$ cat src/rtl/assert_macros.svh
// Assertion macros shared by the pulse width learner RTL.
// No dependencies; included by the files that carry assertions.
`ifndef ASSERT_MACROS_SVH
`define ASSERT_MACROS_SVH
`ifndef SYNTH
// prop must hold at every clock edge outside reset
`define ASSERT_PROP(lbl, clk, rstn, prop) \
    lbl: assert property (@(posedge clk) disable iff (!rstn) (prop)) \
        else $error("%m: assertion failed");
// expr must never be true outside reset
`define ASSERT_NEVER(lbl, clk, rstn, expr) \
    lbl: assert property (@(posedge clk) disable iff (!rstn) !(expr)) \
        else $error("%m: forbidden condition seen");
`else
`define ASSERT_PROP(lbl, clk, rstn, prop)
`define ASSERT_NEVER(lbl, clk, rstn, expr)
`endif
`endif

$ cat src/rtl/irpwl_pkg.sv
// Shared types and constants for the IR pulse width learner.
// No dependencies.
package irpwl_pkg;

    localparam int CNT_W    = 10;
    localparam int WIDTH_W  = 16;
    localparam int STAT_W   = 3;
    localparam int OP_W     = 2;
    localparam int RIDX_W   = 9;
    localparam int APB_DW   = 32;
    localparam int APB_AW   = 3;

    localparam logic [CNT_W-1:0] CNT_MAX = 10'd1023;

    // request opcodes
    localparam logic [OP_W-1:0] OP_EDGE  = 2'd0;
    localparam logic [OP_W-1:0] OP_OVF   = 2'd1;
    localparam logic [OP_W-1:0] OP_READ  = 2'd2;
    localparam logic [OP_W-1:0] OP_NONE  = 2'd3;

    // frame status codes
    localparam logic [STAT_W-1:0] ST_NONE     = 3'd0;
    localparam logic [STAT_W-1:0] ST_UNLEARN  = 3'd1;
    localparam logic [STAT_W-1:0] ST_ACCEPT   = 3'd2;
    localparam logic [STAT_W-1:0] ST_REJECT   = 3'd3;
    localparam logic [STAT_W-1:0] ST_DISCARD  = 3'd4;

    // register index (paddr[2])
    localparam logic REG_MIN_EDGES = 1'b0;
    localparam logic REG_MAX_EDGES = 1'b1;

    localparam logic [CNT_W-1:0] MIN_EDGES_RST = 10'd30;
    localparam logic [CNT_W-1:0] MAX_EDGES_RST = 10'd280;

    // controller -> datapath commands
    typedef struct packed {
        logic exec;      // apply accepted request to frame state
        logic load_out;  // load result register (non-read ops)
        logic load_rd;   // load result register from memory read data
    } t_cmd;

endpackage

$ cat src/rtl/irpwl_ctrl.sv
// Handshake controller for the IR pulse width learner.
// Depends on irpwl_pkg and assert_macros.svh.
`include "assert_macros.svh"
module irpwl_ctrl (
    input  logic                       i_clk,
    input  logic                       i_rst_n,
    input  logic                       i_in_valid,
    output logic                       o_in_ready,
    input  logic [irpwl_pkg::OP_W-1:0] i_op,
    output logic                       o_out_valid,
    input  logic                       i_out_ready,
    output irpwl_pkg::t_cmd            o_cmd
);

    localparam logic S_IDLE = 1'b0;
    localparam logic S_RD   = 1'b1;

    logic r_state, n_state;
    logic r_out_valid, n_out_valid;
    logic accept;

    assign o_in_ready = (r_state == S_IDLE) && (!r_out_valid || i_out_ready);
    assign accept     = i_in_valid && o_in_ready;

    always_comb begin
        o_cmd.exec     = accept;
        o_cmd.load_out = accept && (i_op != irpwl_pkg::OP_READ);
        o_cmd.load_rd  = (r_state == S_RD);
    end

    always_comb begin
        n_state = r_state;
        unique case (r_state)
            S_IDLE: begin
                if (accept && (i_op == irpwl_pkg::OP_READ)) n_state = S_RD;
            end
            S_RD: begin
                n_state = S_IDLE;
            end
            default: n_state = S_IDLE;
        endcase
    end

    always_comb begin
        n_out_valid = r_out_valid;
        if (o_cmd.load_out || o_cmd.load_rd) begin
            n_out_valid = 1'b1;
        end else if (i_out_ready) begin
            n_out_valid = 1'b0;
        end
    end

    always_ff @(posedge i_clk) begin
        if (!i_rst_n) begin
            r_state     <= S_IDLE;
            r_out_valid <= 1'b0;
        end else begin
            r_state     <= n_state;
            r_out_valid <= n_out_valid;
        end
    end

    assign o_out_valid = r_out_valid;

    // result slot is always empty while waiting on memory data
    `ASSERT_NEVER(a_rd_slot_free, i_clk, i_rst_n, (r_state == S_RD) && r_out_valid)
    // a read request goes to the memory wait state next
    `ASSERT_PROP(a_rd_follows, i_clk, i_rst_n,
        accept && (i_op == irpwl_pkg::OP_READ) |=> (r_state == S_RD))
    // never two result loads at once
    `ASSERT_NEVER(a_one_load, i_clk, i_rst_n, o_cmd.load_out && o_cmd.load_rd)

endmodule

$ cat config.mk
export PLATFORM = sky130hd
export DESIGN_NAME = irpwl_ctrl
export DESIGN_NICKNAME = d
export VERILOG_FILES = /design/src/rtl/irpwl_pkg.sv /design/src/rtl/irpwl_ctrl.sv
export VERILOG_INCLUDE_DIRS = /design/src /design/src/rtl
export SDC_FILE = /design/constraint.sdc
export NUM_CORES = 1
export LEC_CHECK = 0
export BUFFER_PORTS_ARGS = -buffer_cell sky130_fd_sc_hd__buf_4
export CORE_AREA = 5 5 42 44
export CTS_BUF_LIST = sky130_fd_sc_hd__clkbuf_16
export CTS_CLUSTER_SIZE = 30
export DETAILED_ROUTE_END_ITERATION = 16
export DIE_AREA = 0 0 47 49
export GPL_ROUTABILITY_DRIVEN = 1
export GPL_TIMING_DRIVEN = 0
export PLACE_DENSITY = 0.38
export SLEW_MARGIN = 0
export SYNTH_ARGS = -nofsm -noshare
export SYNTH_HDL_FRONTEND = slang
export SYNTH_SLANG_ARGS = --single-unit
$ cat constraint.sdc
create_clock -name i_clk -period 1.4 [get_ports i_clk]
set_input_delay 0.42 -clock i_clk [delete_from_list [all_inputs] [get_ports i_clk]]
set_output_delay 0.42 -clock i_clk [all_outputs]
set_load 0.05 [all_outputs]
==> impl_metrics.csv, run 1 <==
group,metric,value,unit
logic_synthesis,synth_edf_count,0,
pwr,powerDensity,1760,mW/mm2
clock_tree,insertion_delay,0.22,ns
worst_setup_path,reg2reg_from,"r_state",
clock_tree,cts_tree,"yes",
timing,timing.fmax,690,MHz
timing,setup_viol,2,
global_route,grt_max_degree,5,
place,io_buffers,10,
layout,register_area,43.8,um2
layout,syn_to_final_growth,191,%
worst_setup_path,cp-endpoint,"o_cmd[1]",
timing,drv_slew,0,
logic_synthesis,yosys_register_bits,2,
logic_synthesis,dominantRegCellSynth,"dfxtp_1",
pwr,combPwrFrac,0.169,
worst_setup_path,cp_cell_sequence,"buf_4, nand2b_1, and3_4, buf_8",
pwr,switching_share,0.211,
clock_tree,cts_root_buf,"clkbuf_16",
place,place_area,238,um2
pwr,power_switching,128,uW
timing,rsz0062_at_grt,"true",
global_route,grt_pass1_vias,171,
routing,post_drt_wl_per_cell,8.40,um
routing,vias,144,
layout,nFillCells,163,
floorplan,core_area,0.00140,mm2
pwr,leakagePower,0.171,nW
worst_setup_path,cp-end-kind,"primary output",
worst_setup_path,timing.rr.end,"r_state",
global_route,track_usage,0.0471,
logic_synthesis,syn_avg_cell_area,8.40,um2
logic_synthesis,yosysWarningCount,0,
global_route,grt_remaining_overflow,0,
logic_synthesis,syn-num-nets,20,
layout,post-route-util,0.245,
timing,fin_crit,1.45,ns
routing,ant_nets,0,
clock_tree,clockBufferDepth,2,
routing,first_pass_iters,1,
worst_setup_path,r2r_slack,0.59,ns
pwr,peakVddDrop,0.798,mV
floorplan,rows,14,
clock_tree,clk_pin_slew_worst_paths,0.03,ns
clock_tree,cts_buffers,3,
run_status,outcome,"finished with violations",
floorplan,fp.dieW,47,um
floorplan,fp.dieH,49,um
timing,whs,0.437,ns
worst_setup_path,cp_num_buf_inv,2,
timing,slew_headroom,0.909,
routing,drc,0,
worst_setup_path,crit_family,"simple AND/OR/NAND/NOR gates",
logic_synthesis,syn_inst,14,
floorplan,dieArea,0.00230,mm2
logic_synthesis,yosysTopAreaCell,"dfxtp_1",
floorplan,ios,11,
global_route,grt_pass1_wl,690,um
global_route,antenna_found_initial,0,
timing,finalCritPeriodShare,1.04,
worst_setup_path,crit_path_start,"i_op[0]",
logic_synthesis,yosysSeqAreaShare,0.340,
worst_setup_path,path_max_fanout,3,
place,gp_congestion,0.665,
worst_hold_path,hold_class,"in -> reg",
worst_setup_path,reg2regPathDepth,3,
timing,finalWorstSetupSlack,-0.0491,ns
logic_synthesis,syn_area,118,um2
layout,fin_nets,36,
layout,final_area,343,um2
worst_setup_path,cp-start-kind,"primary input",
clock_tree,h-tree-depth,1,
worst_setup_path,cp.depth,4,
routing,routed_wl,378,um
worst_hold_path,min_from,"i_rst_n",
logic_synthesis,synth_top_cells_by_count,"2 x and3_1, 2 x buf_4, 2 x dfxtp_1, 2 x inv_1",
logic_synthesis,ys_async_sr_fraction,0,
timing,hold_violations,0,
clock_tree,clock-sinks,2,
routing,first_iter_violations,0,
timing,final.setup_skew,0.00359,ns
logic_synthesis,ys_top_cells_by_area,"dfxtp_1 34%, a21oi_4 14%, buf_4 13%, and3_1 11%, and2_2 6.4%",
layout,diodes,0,
worst_setup_path,crit_type,"in -> out",
worst_setup_path,worstPathRequired,0.98,ns
pwr,intPower,476,uW
logic_synthesis,synth.top_cell.area_share,0.340,
job,max_cap_violations,0,
layout,multi_input_comb_area,61.3,um2
routing,routed_via_density,3.20,
timing,worst_pin_slew,0.136,ns
worst_setup_path,cp_slowest_cell,"and3_4",
floorplan,initial_utilization,0.0839,
layout,drive_gt1_frac,0.724,
place,dp_slack,-0.161,ns
run_status,violations,"negative setup slack",
pwr,p_seq_frac,0.104,
pwr,power_frac_clock,0.727,
worst_setup_path,cpPeakStageDelay,0.20,ns
logic_synthesis,synth_cell_types,10,
worst_setup_path,arrival,1.03,ns
[repair_timing]
| action | CTS | global route |
|---|---|---|
| buffers inserted | 2 | 0 |
| hold buffers | 0 | 0 |
| setup endpoints to repair | 2 | 3 |
| pin swaps | 2 | 1 |
| resized for setup | 7 | 0 |
[cells by family after synthesis]
group	count (synthesis)	share of synthesized area
DFF	2	0.340
and+or+nand+nor	6	0.287
AOI/OAI and AO/OA	2	0.181
buffers and inverters	4	0.191
[per-stage QoR]
stage	power (mW)	cells	setup TNS [ns]
after floorplan	0.125	14	-0.368
after global placement	0.154	40	-0.269
after detailed placement	0.155	40	-0.283
after CTS	0.611	45	-0.0800
after global routing	0.626	45	-0.182
final	0.603	45	-0.0596
[state kept, by name, summed over array words and instances, names as in the netlist]
register     cells
o_out_valid      1
r_state          1
[final cells by class]
| type | count | share of cell area |
|---|---|---|
| clock inverters | 1 | 0.0109 |
| plain buffers | 1 | 0.0219 |
| repair buffers | 12 | 0.339 |
| well taps | 16 | 0.0584 |
| inverters | 2 | 0.0438 |
| multi-input cells | 8 | 0.179 |
| clock buffers | 3 | 0.219 |
| flip-flops and latches | 2 | 0.128 |
[placed cells by master, fill, tap and decap left out]
cell type,netlist,routed
and2_4,0,1
and3_1,2,1
a21oi_4,1,1
nand2b_1,1,1
inv_8,0,1
dfxtp_1,2,1
inv_1,2,2
clkbuf_16,0,3
buf_6,0,1
buf_8,0,3
a21oi_1,1,1
nor2_1,1,1
nand2_1,1,1
buf_4,2,9
and3_4,0,1
dfxtp_4,0,1
[worst min-delay path, stage by stage]
cell and delay [ns]:
buf_4 0.10, inv_1 0.06, a21oi_1 0.04
[power by group through the flow]
stage          registers [mW]  logic (mW)  clock network [mW]
2_1_floorplan          0.0714      0.0538                   0
3_3_place_gp           0.0638      0.0900                   0
3_5_place_dp           0.0643      0.0908                   0
4_1_cts                0.0630       0.103               0.445
5_1_grt                0.0634       0.108               0.454
6_report               0.0629       0.102               0.439
[layer usage]
layer  global-route usage  share of wire  vias up  wire length (um)
met5                    0              0        -                 0
met4               0.0553          0.045        0                17
met3               0.0517           0.23        2                87
met2               0.0452           0.30       13               114
met1               0.0459           0.42       58               159
li1                     -              -       71                 -
[worst min-delay path by stage]
stage             endpoint  slack [ns]  cells past startpoint
6_report       o_out_valid        0.44                      3
5_1_grt        o_out_valid        0.46                      3
4_1_cts        o_out_valid        0.44                      3
3_5_place_dp   o_out_valid        0.57                      2
3_3_place_gp   o_out_valid        0.55                      2
2_1_floorplan  o_out_valid        0.54                      2
(Power assumes the default switching activity.)
==> run 2, diff against run 1 <==
==> constraint.sdc (replaced) <==
create_clock -name i_clk -period 1.83 [get_ports i_clk]
set_input_delay 0.549 -clock i_clk [delete_from_list [all_inputs] [get_ports i_clk]]
set_output_delay 0.549 -clock i_clk [all_outputs]
set_load 0.05 [all_outputs]
==> run 2 against run 1 <==
  * The flow now finishes without violations
  * Global-route usage grew 0.21 points
  * Die area unchanged
  * Critical path depth grew 2
  * Via count is 0.69% higher
  * Total power down 26%
  * Critical endpoint is now o_cmd[2]
  * Largest cell class unchanged
==> impl_metrics.csv, run 2 (synthesis results as in run 1) <==
group,metric,value,unit
layout,diodes,0,
timing,final.setup_skew,0.000475,ns
global_route,antenna_found_initial,0,
layout,final_common_cell,"buf_4",
worst_setup_path,cp-start-kind,"primary input",
global_route,grt_pass1_wl,648,um
floorplan,ios,11,
routing,drc,0,
clock_tree,cts_tree,"yes",
timing,slew_headroom,0.898,
run_status,outcome,"completed",
clock_tree,insertion_delay,0.22,ns
global_route,grt_pass1_vias,166,
place,io_buffers,10,
floorplan,core_area,0.00140,mm2
layout,fin_cells,43,
worst_setup_path,crit_type,"in -> out",
floorplan,rows,14,
timing,worst_pin_slew,0.153,ns
routing,vias,145,
timing,drv_slew,0,
layout,layout_common_cells,"10 x buf_4, 3 x clkbuf_16, 2 x buf_6",
place,dp_hpwl,307,um
timing,rsz0062_at_grt,"false",
worst_setup_path,path_max_fanout,5,
floorplan,initial_utilization,0.0839,
place,place_inst,40,
timing,whs,0.576,ns
routing,ant_nets,0,
routing,post_drt_wl_per_cell,8.58,um
place,dp_slack,-0.00943,ns
global_route,track_usage,0.0492,
layout,syn_to_final_growth,168,%
floorplan,fp.dieH,49,um
worst_hold_path,hold_class,"reg -> reg",
pwr,powerDensity,1420,mW/mm2
floorplan,dieArea,0.00230,mm2
clock_tree,cts_buffers,3,
place,gp_congestion,0.658,
global_route,grt_remaining_overflow,0,
floorplan,fp.dieW,47,um
timing,timing.fmax,556,MHz
clock_tree,post-cts-setup-buffers,0,
clock_tree,cts-hold-fix-buffers,0,
clock_tree,cts_resized,1,
pwr,leakagePower,0.155,nW
layout,drive_gt1_frac,0.741,
worst_setup_path,arrival,1.25,ns
clock_tree,h-tree-depth,1,
worst_setup_path,cp-end-kind,"primary output",
timing,setup_viol,0,
timing,hold_violations,0,
timing,finalWorstSetupSlack,0.0329,ns
routing,first_iter_violations,2,
routing,first_pass_iters,2,
job,max_cap_violations,0,
clock_tree,clockBufferDepth,2,
clock_tree,clk_pin_slew_worst_paths,0.03,ns
timing,fin_crit,1.80,ns
routing,routed_wl,369,um
worst_setup_path,worstPathRequired,1.28,ns
timing,finalCritPeriodShare,0.982,
clock_tree,cts_root_buf,"clkbuf_16",
global_route,grt_max_degree,6,
clock_tree,clock-sinks,2,
routing,routed_via_density,3.37,
pwr,peakVddDrop,0.406,mV
layout,fin_nets,35,
-- run 2: layout make-up --
cell class / count / area [um2]
Fill cell: 156 / 1090
Tap cell: 16 / 20.0
Buffer: 2 / 18.8
Clock buffer: 3 / 75.1
Timing Repair Buffer: 10 / 78.8
Multi-Input combinational cell: 8 / 61.3
Sequential cell: 2 / 41.3
Inverter: 2 / 20.0
-- run 2: metrics by stage --
| stage | power [mW] | instance area, um2 | utilization | setup TNS [ns] |
|---|---|---|---|---|
| finish | 0.447 | 315 | 0.225 | 0 |
| floorplan | 0.0952 | 141 | - | -0.0148 |
| detailed placement | 0.119 | 236 | 0.169 | -0.00943 |
| CTS | 0.454 | 315 | 0.225 | 0 |
| global route | 0.462 | 315 | 0.225 | 0 |
| global placement | 0.118 | 236 | 0.169 | 0 |
-- run 2: path summary, 6_finish.rpt --
check | from | to | slack (ns) | depth (start not counted)
hold reg to reg | o_out_valid | o_out_valid | 0.58 | 2
setup / recovery | i_out_ready | o_cmd[2] | 0.03 | 6
hold / removal | o_out_valid | o_out_valid | 0.58 | 2
setup reg to reg | o_out_valid | r_state | 1.10 | 2
-- run 2: power by group --
part	switching, mW	internal, mW
sequential	0.00250	0.0466
clock	0.0496	0.278
combinational	0.0399	0.0300
-- run 2: routing by layer --
metal | track usage | routed length (um) | up-vias
li1 | - | - | 68
met1 | 0.0415 | 139 | 59
met2 | 0.0452 | 108 | 14
met3 | 0.0480 | 90 | 4
met4 | 0.0829 | 30 | 0
met5 | 0 | 0 | -
-- run 2: worst max-delay path, cell delays in order --
cell and delay, ns:
buf_4 0.13, inv_12 0.03, a21oi_4 0.15, and2_4 0.16, buf_6 0.08, buf_6 0.14
==> run 3, diff against run 2 <==
--- a/config.mk
+++ b/config.mk
@@ -13,7 +13,6 @@
 export DETAILED_ROUTE_END_ITERATION = 16
 export DIE_AREA = 0 0 47 49
 export GPL_ROUTABILITY_DRIVEN = 1
-export GPL_TIMING_DRIVEN = 0
 export PLACE_DENSITY = 0.38
 export SLEW_MARGIN = 0
 export SYNTH_ARGS = -nofsm -noshare
==> run 3 against run 2 <==
  * Clock-buffer cell count is the same
  * Routed wire length fell by 3.0%
  * Clock power barely moved
  * Maximum frequency grew 2.3%
  * Highest routed layer is now met3
==> impl_metrics.csv, run 3 (synthesis results as in run 1) <==
group,metric,value,unit
timing,final.setup_skew,0.000835,ns
pwr,p_total,440,uW
timing,timing.fmax,569,MHz
global_route,grt_remaining_overflow,0,
clock_tree,cts_buffers,3,
routing,first_pass_iters,2,
job,max_cap_violations,0,
routing,vias,127,
worst_hold_path,min_path_cells,3,
worst_setup_path,arrival,1.21,ns
worst_hold_path,min_from,"i_rst_n",
run_status,outcome,"completed",
place,place_area,225,um2
timing,drv_slew,0,
clock_tree,post-cts-setup-buffers,0,
routing,first_iter_violations,1,
floorplan,dieArea,0.00230,mm2
global_route,grt_pass1_wl,614,um
floorplan,initial_utilization,0.0839,
worst_setup_path,crit_type,"in -> out",
clock_tree,cts_root_buf,"clkbuf_16",
pwr,powerDensity,1470,mW/mm2
worst_setup_path,reg2regPathDepth,3,
layout,final_common_cell,"buf_4",
pwr,power_switching,89.0,uW
worst_setup_path,reg2reg_from,"o_out_valid",
global_route,grt_max_degree,5,
pwr,peakVddDrop,0.461,mV
floorplan,core_area,0.00140,mm2
worst_setup_path,cp_cell_sequence,"buf_4, inv_12, a21oi_4, and3_4, buf_4",
layout,syn_to_final_growth,155,%
timing,fin_crit,1.76,ns
floorplan,rows,14,
clock_tree,clk_pin_slew_worst_paths,0.03,ns
routing,ant_nets,0,
timing,finalWorstSetupSlack,0.0731,ns
place,dp_hpwl,298,um
routing,routed_wl,358,um
timing,rsz0062_at_grt,"false",
place,io_buffers,10,
pwr,leakagePower,0.147,nW
timing,setup_viol,0,
clock_tree,h-tree-depth,1,
clock_tree,cts_tree,"yes",
worst_setup_path,cpPeakStageDelay,0.19,ns
worst_setup_path,path_common_cell,"buf_4",
clock_tree,insertion_delay,0.22,ns
timing,finalCritPeriodShare,0.960,
floorplan,ios,11,
worst_setup_path,cp-start-kind,"primary input",
layout,final_area,300,um2
worst_setup_path,cp-end-kind,"primary output",
pwr,p_seq_frac,0.111,
clock_tree,cts-hold-fix-buffers,0,
worst_setup_path,crit_path_start,"i_out_ready",
place,gp_congestion,0.654,
worst_setup_path,cp_slowest_cell,"buf_4",
worst_setup_path,path_max_fanout,3,
routing,post_drt_wl_per_cell,8.52,um
clock_tree,clockBufferDepth,2,
worst_hold_path,hold_class,"in -> reg",
layout,fin_nets,34,
clock_tree,clock-sinks,2,
pwr,combPwrFrac,0.151,
global_route,track_usage,0.0408,
floorplan,fp.dieH,49,um
worst_setup_path,r2r_slack,1.02,ns
timing,slew_headroom,0.901,
clock_tree,cts_resized,0,
global_route,grt_pass1_vias,164,
routing,routed_via_density,3.02,
timing,worst_pin_slew,0.150,ns
layout,layout_common_cells,"11 x buf_4, 3 x clkbuf_16",
layout,drive_gt1_frac,0.731,
timing,hold_violations,0,
pwr,power_frac_clock,0.738,
global_route,antenna_found_initial,0,
layout,diodes,0,
worst_setup_path,worstPathRequired,1.28,ns
place,dp_slack,0.0705,ns
floorplan,fp.dieW,47,um
routing,drc,0,
pwr,intPower,351,uW
pwr,switching_share,0.202,
==> run 3: changes by cell type in the layout (fill, tap and decap cells not counted) <==
cell / change
buf_6: -2
buf_4: +1
==> run 3: layer usage <==
| layer | vias up | part of all wire | GRT usage |
|---|---|---|---|
| met5 | - | 0 | 0 |
| met4 | 0 | 0 | 0.0553 |
| met3 | 0 | 0.23 | 0.0406 |
| met2 | 11 | 0.29 | 0.0317 |
| met1 | 50 | 0.47 | 0.0460 |
| li1 | 66 | - | - |
==> run 3: critical path, delay by kind of cell <==
kind | cells | cell delay [ns]
simple gates | 1 | 0.18
buf+inv | 3 | 0.35
compound gates | 1 | 0.13
==> run 3: power by group through the flow <==
stage	registers, mW	logic, mW	clock network (mW)
global placement	0.0495	0.0662	0
detailed placement	0.0496	0.0670	0
finish	0.0490	0.0665	0.325
CTS	0.0490	0.0671	0.332
global route	0.0493	0.0701	0.335
floorplan	0.0551	0.0400	0
==> run 3: metrics by stage <==
stage | hold slack, ns | cells | utilization | TNS (ns)
after floorplan | 0.604 | 14 | - | -0.0148
after global placement | 0.661 | 39 | 0.161 | 0
after detailed placement | 0.670 | 39 | 0.161 | 0
after CTS | 0.576 | 42 | 0.214 | 0
after global routing | 0.607 | 42 | 0.214 | 0
final | 0.578 | 42 | 0.214 | 0
==> run 3: final timing paths <==
kind,end
worst min register to register,o_out_valid
worst min-delay path,o_out_valid
worst max register to register,r_state
worst max-delay path,o_cmd[1]
==> run 3: cell type report <==
| type | instances | area, um2 |
|---|---|---|
| clock buffers | 3 | 75.1 |
| repair buffers | 11 | 82.6 |
| fillers | 160 | 1100 |
| flip-flops and latches | 2 | 41.3 |
| inverters | 2 | 20.0 |
| well taps | 16 | 20.0 |
| multi-input cells | 8 | 61.3 |
